$ cat src/rtl/tdq_pkg.sv
// ----------------------------------------------------------------------------
// tdq_pkg
// Shared types and constants for the timer deadline queue.
// ----------------------------------------------------------------------------
package tdq_pkg;

  localparam int unsigned DefDepth      = 32;
  localparam int unsigned DefHandleBits = 16;
  localparam int unsigned TimeW         = 48;
  localparam int unsigned IdW           = 16;
  localparam int unsigned ActW          = 2;
  localparam int unsigned StatusW       = 3;
  localparam int unsigned MaxResults    = 32;
  localparam int unsigned FireCntW      = $clog2(MaxResults);

  typedef enum logic [ActW-1:0] {
    ACT_SCHEDULE = 2'd0,
    ACT_CANCEL   = 2'd1,
    ACT_EXPIRE   = 2'd2
  } action_e;

  typedef enum logic [StatusW-1:0] {
    ST_SCHEDULED = 3'd0,
    ST_REJECTED  = 3'd1,
    ST_CANCELLED = 3'd2,
    ST_NOT_FOUND = 3'd3,
    ST_FIRED     = 3'd4,
    ST_NONE_DUE  = 3'd5
  } status_e;

  typedef enum logic [1:0] {
    CELL_HOLD   = 2'd0,
    CELL_INSERT = 2'd1,
    CELL_REMOVE = 2'd2
  } cell_op_e;

  typedef struct packed {
    cell_op_e         op;
    logic [TimeW-1:0] deadline;
  } cell_cmd_t;

  typedef enum logic {
    S_IDLE = 1'b0,
    S_EXEC = 1'b1
  } state_e;

endpackage

$ cat src/rtl/tdq_cell.sv
// ----------------------------------------------------------------------------
// tdq_cell
// One slot of the sorted timer chain. On insert it keeps its entry, takes the
// new one or takes its lower neighbor's; on remove it takes its upper one's.
// ----------------------------------------------------------------------------
module tdq_cell import tdq_pkg::*; #(
  parameter int unsigned HW = DefHandleBits
) (
  input  logic             clk_i,
  input  logic             rst_ni,
  input  cell_cmd_t        cmd_i,
  input  logic [HW-1:0]    new_hdl_i,
  input  logic             prev_ins_i,
  input  logic             prev_vld_i,
  input  logic [TimeW-1:0] prev_dl_i,
  input  logic [HW-1:0]    prev_hdl_i,
  input  logic             next_vld_i,
  input  logic [TimeW-1:0] next_dl_i,
  input  logic [HW-1:0]    next_hdl_i,
  input  logic             rm_sel_i,
  output logic             vld_o,
  output logic [TimeW-1:0] dl_o,
  output logic [HW-1:0]    hdl_o,
  output logic             ins_o
);

  logic             vld_q, vld_d;
  logic [TimeW-1:0] dl_q, dl_d;
  logic [HW-1:0]    hdl_q, hdl_d;

  // new entry goes below every later deadline, after equal ones
  assign ins_o = !vld_q || (dl_q > cmd_i.deadline);

  always_comb begin
    vld_d = vld_q;
    dl_d  = dl_q;
    hdl_d = hdl_q;
    case (cmd_i.op)
      CELL_INSERT: begin
        if (ins_o) begin
          if (prev_ins_i) begin
            vld_d = prev_vld_i;
            dl_d  = prev_dl_i;
            hdl_d = prev_hdl_i;
          end else begin
            vld_d = 1'b1;
            dl_d  = cmd_i.deadline;
            hdl_d = new_hdl_i;
          end
        end
      end
      CELL_REMOVE: begin
        if (rm_sel_i) begin
          vld_d = next_vld_i;
          dl_d  = next_dl_i;
          hdl_d = next_hdl_i;
        end
      end
      default: ;
    endcase
  end

  always_ff @(posedge clk_i or negedge rst_ni) begin
    if (!rst_ni) begin
      vld_q <= 1'b0;
    end else begin
      vld_q <= vld_d;
    end
  end

  always_ff @(posedge clk_i) begin
    dl_q  <= dl_d;
    hdl_q <= hdl_d;
  end

  assign vld_o = vld_q;
  assign dl_o  = dl_q;
  assign hdl_o = hdl_q;

endmodule

$ cat config.mk
export PLATFORM = sky130hd
export DESIGN_NAME = tdq_cell
export DESIGN_NICKNAME = d
export VERILOG_FILES = /design/src/rtl/tdq_pkg.sv /design/src/rtl/tdq_cell.sv
export SDC_FILE = /design/constraint.sdc
export NUM_CORES = 1
export LEC_CHECK = 0
export BUFFER_PORTS_ARGS = -buffer_cell sky130_fd_sc_hd__buf_2
export CELL_PAD_IN_SITES_DETAIL_PLACEMENT = 1
export CELL_PAD_IN_SITES_GLOBAL_PLACEMENT = 1
export CORE_UTILIZATION = 29
export CTS_CLUSTER_SIZE = 40
export DETAILED_ROUTE_END_ITERATION = 7
export PLACE_DENSITY = 0.75
export SETUP_SLACK_MARGIN = 0.4
export SLEW_MARGIN = 0
export SYNTH_ARGS = -nofsm -noshare
export SYNTH_HDL_FRONTEND = slang
export SYNTH_SLANG_ARGS = --single-unit
export TNS_END_PERCENT = 1
$ cat constraint.sdc
create_clock -name clk_i -period 7 [get_ports clk_i]
set_input_delay 1.4 -clock clk_i [delete_from_list [all_inputs] [get_ports clk_i]]
set_output_delay 1.4 -clock clk_i [all_outputs]
set_load 0.01 [all_outputs]
### Word level (Yosys, flattened, before mapping)

Cells that the tools add are included.

| storage, ports and cells | value |
|---|---|
| register bits after elaboration | 65 |
| bits in latches | 0 |
| bits in writable memories | 0 |
| bits in read-only memories | 0 |
| input bits | 200 |
| output and inout bits | 66 |
| logic and storage cells | 24 |
| memories kept | 0 |

| operators by class | value |
|---|---|
| add/sub/neg operators | 0 |
| multiply operators | 0 |
| divide/modulo/power cells | 0 |
| order comparisons | 1 |
| eq/ne operators | 4 |
| shifts and indexed selects | 0 |
| multiplexer cells | 12 |
| bitwise operators | 0 |
| reductions and logical operators | 4 |

Operator list:

| operator | count |
|---|---|
| $mux 48 | 3 |
| $pmux 48 s2 | 1 |
| $gt 48x48->1 | 1 |
| $mux 16 | 3 |
| $pmux 16 s2 | 1 |
| $ne 2x2->1 const B | 2 |
| $mux 1 | 3 |
| $reduce_and 3->1 | 1 |
| $eq 2x1->1 const B | 1 |
| $eq 2x2->1 const B | 1 |
| $pmux 1 s2 | 1 |
| $reduce_bool 2->1 | 1 |
| $logic_not 1->1 | 1 |
| $logic_or 1x1->1 | 1 |

### Depth between registers and ports, before layout

Gate-level depths: netlist of run 1.

| depth | value |
|---|---|
| word-level depth | 4 |
| depth in mapped cells | 8 |

### Worst setup path after synthesis of run 1

No wires, ideal clock.

| timing | value |
|---|---|
| kind | in2reg |
| from | input cmd_i[46] in the netlist's numbering |
| to | register dl_q[0], in the netlist dl_o[0] (enable) |
| library setup time | 0.582 ns |
| arrival time | 7.343 ns |
| required time | 6.418 ns |
| slack | -0.925 ns |
| cell stages on the path | 8 |
| cell sequence | inv_1 -> ha_1 -> nand4_2 -> nor4_2 -> a21boi_0 -> o41a_1 -> nor4_1 -> a211oi_1 |

| between the ends | value |
|---|---|
| word-level cells in the longest chain between the ends | 4 |

RTL lines:

| element | line | text |
|---|---|---|
| start: declaration | tdq_cell.sv:11 | `input cell_cmd_t cmd_i,` |
| $gt 48x48->1 | tdq_cell.sv:32 | `assign ins_o = !vld_q \|\| (dl_q > cmd_i.deadline);` |
| $logic_or 1x1->1 | tdq_cell.sv:32 |  |
| $ne 2x2->1 (no source line) | - |  |
| $reduce_and 3->1 (no source line) | - |  |
| end signal: assignment | tdq_cell.sv:72 | `dl_q <= dl_d;` |
| end: declaration | tdq_cell.sv:28 | `logic [TimeW-1:0] dl_q, dl_d;` |

No other way between the ends.
A chain may end at the register's enable or synchronous reset.

### Worst setup path in the final report of run 1

| timing | value |
|---|---|
| from | input cmd_i[14] in the netlist's numbering |
| to | output ins_o |

| between the ends | value |
|---|---|
| word-level cells in the longest chain between the ends | 2 |

RTL lines:

| element | line | text |
|---|---|---|
| $gt 48x48->1 | tdq_cell.sv:32 |  |
| $logic_or 1x1->1 | tdq_cell.sv:32 |  |
| end: declaration | tdq_cell.sv:24 | `output logic ins_o` |

No other way between the ends.

==> results of run 1 <==
-- sequential cells by signal (all words and copies together), names as in the netlist --
name	cells
vld_o	1
hdl_o	16
dl_o	48
-- power by group --
part	internal [mW]	total (mW)	switching [mW]
Clock	0.235	0.406	0.171
Sequential	0.487	0.509	0.0220
Combinational	0.140	0.315	0.175
-- per-stage QoR --
stage	total power, mW	hold WS (ps)
detailed placement	0.837	756
global route	1.30	802
global placement	0.823	715
CTS	1.25	771
floorplan	0.683	697
finish	1.23	760
-- worst reg2reg max path, stage by stage, from the launching register on --
cell,delay [ps]
edfxtp_1,420
ha_1,330
nand4_1,220
nor4_2,450
nand3b_1,200
a31oi_1,80
nor4_1,770
a211oi_4,20
buf_4,440
-- cell usage after synthesis (all sizes together) --
cell type | count | area, um^2
o22ai | 1 | 6.26
or4b | 1 | 10.0
edfxtp | 64 | 1920
mux2i | 64 | 641
clkbuf | 14 | 52.6
nand4 | 12 | 87.6
a2111o | 1 | 11.3
a211o | 1 | 8.76
nor2 | 5 | 18.8
ha | 48 | 601
o211ai | 1 | 7.51
nand2 | 73 | 274
a211oi | 1 | 7.51
dfrtp | 1 | 25.0
nor4 | 5 | 50.1
a31oi | 2 | 12.5
nand3 | 5 | 25.0
mux2 | 1 | 11.3
a221oi | 2 | 17.5
nand2b | 4 | 25.0
nor3 | 1 | 5.00
nor2b | 2 | 12.5
a21oi | 18 | 97.6
a21boi | 2 | 15.0
o21ai | 70 | 350
a21o | 2 | 15.0
inv | 48 | 180
o41a | 1 | 11.3
nand3b | 1 | 7.51
a22o | 1 | 8.76
and3 | 1 | 6.26
a41o | 1 | 10.0
buf | 7 | 35.0
-- cell type report --
type                    instances  area (um^2)  share of cell area
flip-flops and latches         65         1950               0.305
multi-input cells             327         2370               0.372
repair buffers                268         1350               0.212
clock buffers                   9          225              0.0353
clock inverters                 7         37.5             0.00588
inverters                      48          180              0.0282
well taps                     211          264              0.0414
-- metal layers --
metal | track usage | routed length (um)
met2 | 0.342 | 7590
met3 | 0.0519 | 1130
met5 | 0 | 0
met4 | 0.0616 | 199
met1 | 0.201 | 5850
-- worst max-delay path by stage --
stage                    to  depth (start not counted)
finish                ins_o                          9
floorplan           dl_o[0]                          8
detailed placement    ins_o                          9
CTS                   ins_o                          9
global placement      ins_o                          9
global route          ins_o                          9
-- kinds of logic after synthesis --
kind of cell / count (synthesis)
AO/OA/AOI/OAI: 104
AND/OR/NAND/NOR: 110
multiplexers: 65
buffers and inverters: 69
adder cells (fa/ha/maj): 48
flip-flops: 65
==> impl_metrics.csv, run 1 <==
group,metric,value,unit
route,wire_per_inst,15.8,um
worst_setup_path,crit_start,"cmd_i[14]",
timing,fin_crit_sh,0.699,
route,drtIter0Drc,110,
worst_setup_path,crit_fanout,4,
final_layout,drive_gt1_frac,0.403,
final_layout,postLayoutCoreUtil,0.417,
logic_synthesis,synth.area.mux_share,0.143,
placement,dp_slack,2060,ps
timing,max_freq,204,MHz
clock_tree,clockBufferDepth,2,
final_layout,final-instance-count-excl-fill,935,
clock_tree,hold_buffers,0,
clock_tree,cts.clk_slew.worst_paths,50,ps
worst_setup_path,arrival,3490,ps
placement,hpwlAfterDp,11800,um
floorplanning,chipWidth,128,um
route,final_antenna_net_count,0,
min_path,hold_end,"vld_o",
logic_synthesis,synthesis.nets,709,
clock_tree,cts_root_buffer,"clkbuf_16",
route,via_count,4390,
logic_synthesis,netlist_area,4570,um^2
final_layout,fin_nets,967,
placement,gp_congestion,0.778,
clock_tree,insertion_delay,340,ps
status,status,"completed",
worst_setup_path,crit_path_frequent_cell,"buf_2",
clock_tree,cts_buffers,9,
min_path,hold_start,"vld_o",
worst_setup_path,worstSetupPathType,"primary input to primary output",
grt,grt_max_degree,129,
placement,dp.cells,919,
final_layout,nFillCells,1876,
placement,portBuffers,265,
route,dr.pass1.iters,5,
clock_tree,post_cts_buffers,0,
timing,setup_viol,0,
worst_setup_path,slowest_stage,"or4b_1",
grt,antenna_found_initial,0,
job,maxCapViolations,0,
pwr,p_per_area,193,nW/um^2
floorplanning,io_pins,266,
final_layout,diodes,0,
timing,skew,7.88,ps
worst_setup_path,rr_worst_depth,8,
floorplanning,coreArea,15300,um^2
logic_synthesis,synth_cells,461,
logic_synthesis,synth-seq-cells,65,
logic_synthesis,synthXorXnorAreaFrac,0,
clock_tree,ctsResizeCount,0,
timing,slew_headroom,0.262,
grt,grt-ovfl-total,0,
worst_setup_path,crit_buf_inv,3,
worst_setup_path,crit_required,5600,ps
timing,fin_crit,4890,ps
worst_setup_path,critPathMaxStageDelay,520,ps
worst_setup_path,reg2reg_from,"dl_o[14]",
logic_synthesis,synth_top_family_by_area,"multiplexers",
timing,fin_ws,2110,ps
route,drc,0,
timing,tightestPinTransition,1110,ps
logic_synthesis,seq_area_frac_synth,0.426,
min_path,min_delay_path_depth,3,
route,wl,14800,um
floorplanning,dieArea,16300,um^2
worst_setup_path,regToRegSetupSlack,3690,ps
grt,track_usage,0.185,
floorplanning,fp-row-count,45,
floorplanning,die_h,128,um
worst_setup_path,critPathCaptureType,"primary output",
final_layout,syn2layout_area_growth,39.6,%
final_layout,final_area,6380,um^2
clock_tree,htree_levels,3,
worst_setup_path,crit_path_start_kind,"primary input",
clock_tree,cts_tree,"yes",
min_path,hold_path.class,"flop to flop",
logic_synthesis,yosys.area_share.adder,0.131,
logic_synthesis,yosysWarnings,0,
logic_synthesis,synth-compound-area-share,0.127,
logic_synthesis,ys_types,37,
floorplanning,start_util,0.298,
worst_setup_path,timing.rr.end,"dl_o[17]",
clock_tree,cts.sinks,65,
timing,report.final.hold_viol_count,0,
timing,tns,0,ps
logic_synthesis,synth-simple-area-share,0.114,
placement,place_area,6120,um^2
timing,maxSlewViolCount,0,
worst_setup_path,path_cells,"buf_2 > inv_1 > ha_1 > nand4_1 > nor4_2 > nand3b_1 > a31oi_1 > or4b_1 > buf_2",
timing,rsz0062_at_grt,"false",
worst_setup_path,cp_top_family,"simple AND/OR/NAND/NOR gates",
route,vias_per_cell,4.70,
pwr,vdd_drop_max,0.0969,mV
logic_synthesis,synth_area_per_cell,9.91,um^2
grt,grt_pass1_vias,4760,
grt,grt_pass1_wl,23200,um
pwr,p_leak,3.16,nW
final_layout,layout.cells.most_common,"buf_2",
final_layout,final_cell_mix,"264 x buf_2, 73 x nand2_1, 69 x o21ai_0",
No activity file was read; power rests on OpenSTA's default activity.
==> run 2: changes to the inputs <==
==> constraint.sdc (replaced) <==
create_clock -name clk_i -period 4.42 [get_ports clk_i]
set_input_delay 0.884 -clock clk_i [delete_from_list [all_inputs] [get_ports clk_i]]
set_output_delay 0.884 -clock clk_i [all_outputs]
set_load 0.01 [all_outputs]
==> impl_metrics.csv, run 2 (synthesized netlist as in run 1, its figures left out) <==
group,metric,value,unit
status,status,"completed",
worst_setup_path,crit_path_frequent_cell,"buf_2",
timing,holdWs,316,ps
worst_setup_path,path_cells,"buf_2 > inv_1 > ha_1 > nand4_1 > nor4_4 > buf_4 > a21boi_2 > o41a_1 > or4b_1 > buf_2",
worst_setup_path,crit_fanout,3,
placement,portBuffers,265,
pwr,internal_power,1.37,mW
timing,fin_crit_sh,0.868,
route,drtIter0Drc,109,
floorplanning,chipWidth,128,um
route,final_antenna_net_count,0,
timing,maxSlewViolCount,0,
grt,grt-ovfl-total,0,
grt,grt_pass1_wl,23100,um
worst_setup_path,crit_required,3540,ps
pwr,power,1.94,mW
grt,grt_pass1_vias,4743,
placement,gp_congestion,0.786,
clock_tree,clockBufferDepth,2,
final_layout,nFillCells,1868,
worst_setup_path,cp_top_family,"simple AND/OR/NAND/NOR gates",
final_layout,diodes,0,
final_layout,multiInputGateArea,2430,um^2
grt,antenna_found_initial,0,
pwr,p_seq_frac,0.415,
worst_setup_path,reg2reg_from,"dl_o[25]",
clock_tree,cts_tree,"yes",
timing,tns,0,ps
clock_tree,cts_buffers,9,
timing,setup_viol,0,
pwr,power_frac_comb,0.262,
grt,track_usage,0.183,
worst_setup_path,crit_buf_inv,4,
clock_tree,cts.sinks,65,
final_layout,drive_gt1_frac,0.410,
worst_setup_path,critPathCaptureType,"primary output",
worst_setup_path,worstSetupPathType,"primary input to primary output",
pwr,p_per_area,301,nW/um^2
timing,fin_ws,583,ps
pwr,swShare,0.294,
timing,fin_crit,3840,ps
worst_setup_path,crit_path_start_kind,"primary input",
final_layout,syn2layout_area_growth,41.2,%
timing,skew,7.12,ps
timing,slew_headroom,0.302,
clock_tree,cts_root_buffer,"clkbuf_16",
final_layout,fin_nets,969,
floorplanning,dieArea,16300,um^2
timing,rsz0062_at_grt,"false",
floorplanning,die_h,128,um
route,wire_per_inst,15.5,um
min_path,hold_path.class,"primary input to async pin",
floorplanning,io_pins,266,
worst_setup_path,critPathMaxStageDelay,480,ps
floorplanning,start_util,0.298,
pwr,p_leak,3.20,nW
route,wl,14500,um
placement,hpwlAfterDp,11900,um
timing,report.final.hold_viol_count,0,
worst_setup_path,slowest_stage,"or4b_1",
clock_tree,insertion_delay,330,ps
route,via_count,4378,
final_layout,seqCellArea,1950,um^2
pwr,vdd_drop_max,0.141,mV
job,maxCapViolations,0,
grt,grt_max_degree,65,
timing,tightestPinTransition,1050,ps
placement,dp_slack,315,ps
pwr,p_sw,571,uW
clock_tree,htree_levels,3,
route,vias_per_cell,4.67,
route,dr.pass1.iters,4,
route,drc,0,
clock_tree,cts.clk_slew.worst_paths,50,ps
worst_setup_path,crit_start,"cmd_i[8]",
final_layout,final_cell_mix,"264 x buf_2, 73 x nand2_1, 69 x o21ai_0",
floorplanning,coreArea,15300,um^2
floorplanning,fp-row-count,45,
final_layout,layout.cells.most_common,"buf_2",
final_layout,largest_register_ffs,48,
worst_setup_path,arrival,2950,ps
pwr,p_clk_frac,0.323,
timing,max_freq,261,MHz
## run 2: cell count changes in the layout (fill, tap and decap cells not counted), sizes merged
cell and delta:
clkbuf +2, clkinvlp -2, buf +2
## run 2: layout make-up
cell class | count | share of cell area
repair buffers | 270 | 0.214
clock inverters | 5 | 0.00349
inverters | 48 | 0.0279
flip-flops and latches | 65 | 0.302
clock buffers | 11 | 0.0361
multi-input cells | 327 | 0.376
well taps | 211 | 0.0409
## run 2: final timing paths
kind / slack (ps) / cells after the start / endpoint
min in group clk_i: 780 / 3 / vld_o
worst max-delay path: 580 / 10 / ins_o
max in group asynchronous: 4020 / 1 / vld_o
worst max register to register: 1500 / 8 / dl_o[25]
worst min register to register: 780 / 3 / vld_o
worst min-delay path: 320 / 1 / vld_o
## run 2: stage by stage
stage | instances | utilization | area [um^2]
floorplan | 461 | - | 4620
global placement | 920 | 0.404 | 6180
detailed placement | 920 | 0.404 | 6180
CTS | 936 | 0.421 | 6440
global route | 937 | 0.421 | 6450
finish | 937 | 0.421 | 6450
## run 2: per-layer routing
metal | wire length [um] | up-vias | share of wire | global-route usage
li1 | - | 2189 | - | -
met1 | 5910 | 2017 | 0.41 | 0.208
met2 | 7590 | 154 | 0.52 | 0.341
met3 | 736 | 18 | 0.051 | 0.0281
met4 | 275 | 0 | 0.019 | 0.0707
met5 | 0 | - | 0 | 0
## run 2: worst register-to-register path, cell delays in order, from the launching register on
cell and delay (ps):
edfxtp_1 410, ha_1 330, nand4_1 190, nor4_4 390, nand3b_1 200, a31oi_1 280, nor4_2 110, a211oi_4 260
buf_12 360
## run 2: power by group through the flow
| stage | combinational (mW) | sequential [mW] | clock, mW |
|---|---|---|---|
| final | 0.510 | 0.807 | 0.628 |
| after global routing | 0.576 | 0.815 | 0.669 |
| after CTS | 0.521 | 0.808 | 0.648 |
| after detailed placement | 0.517 | 0.820 | 0 |
| after global placement | 0.496 | 0.816 | 0 |
| after floorplan | 0.238 | 0.848 | 0 |
## run 2: what timing repair did
item                       CTS  global route
pin swaps                    0             2
setup endpoints to repair    1             1
resized for setup            1             0
hold buffers                 0             0
buffers inserted             0             1
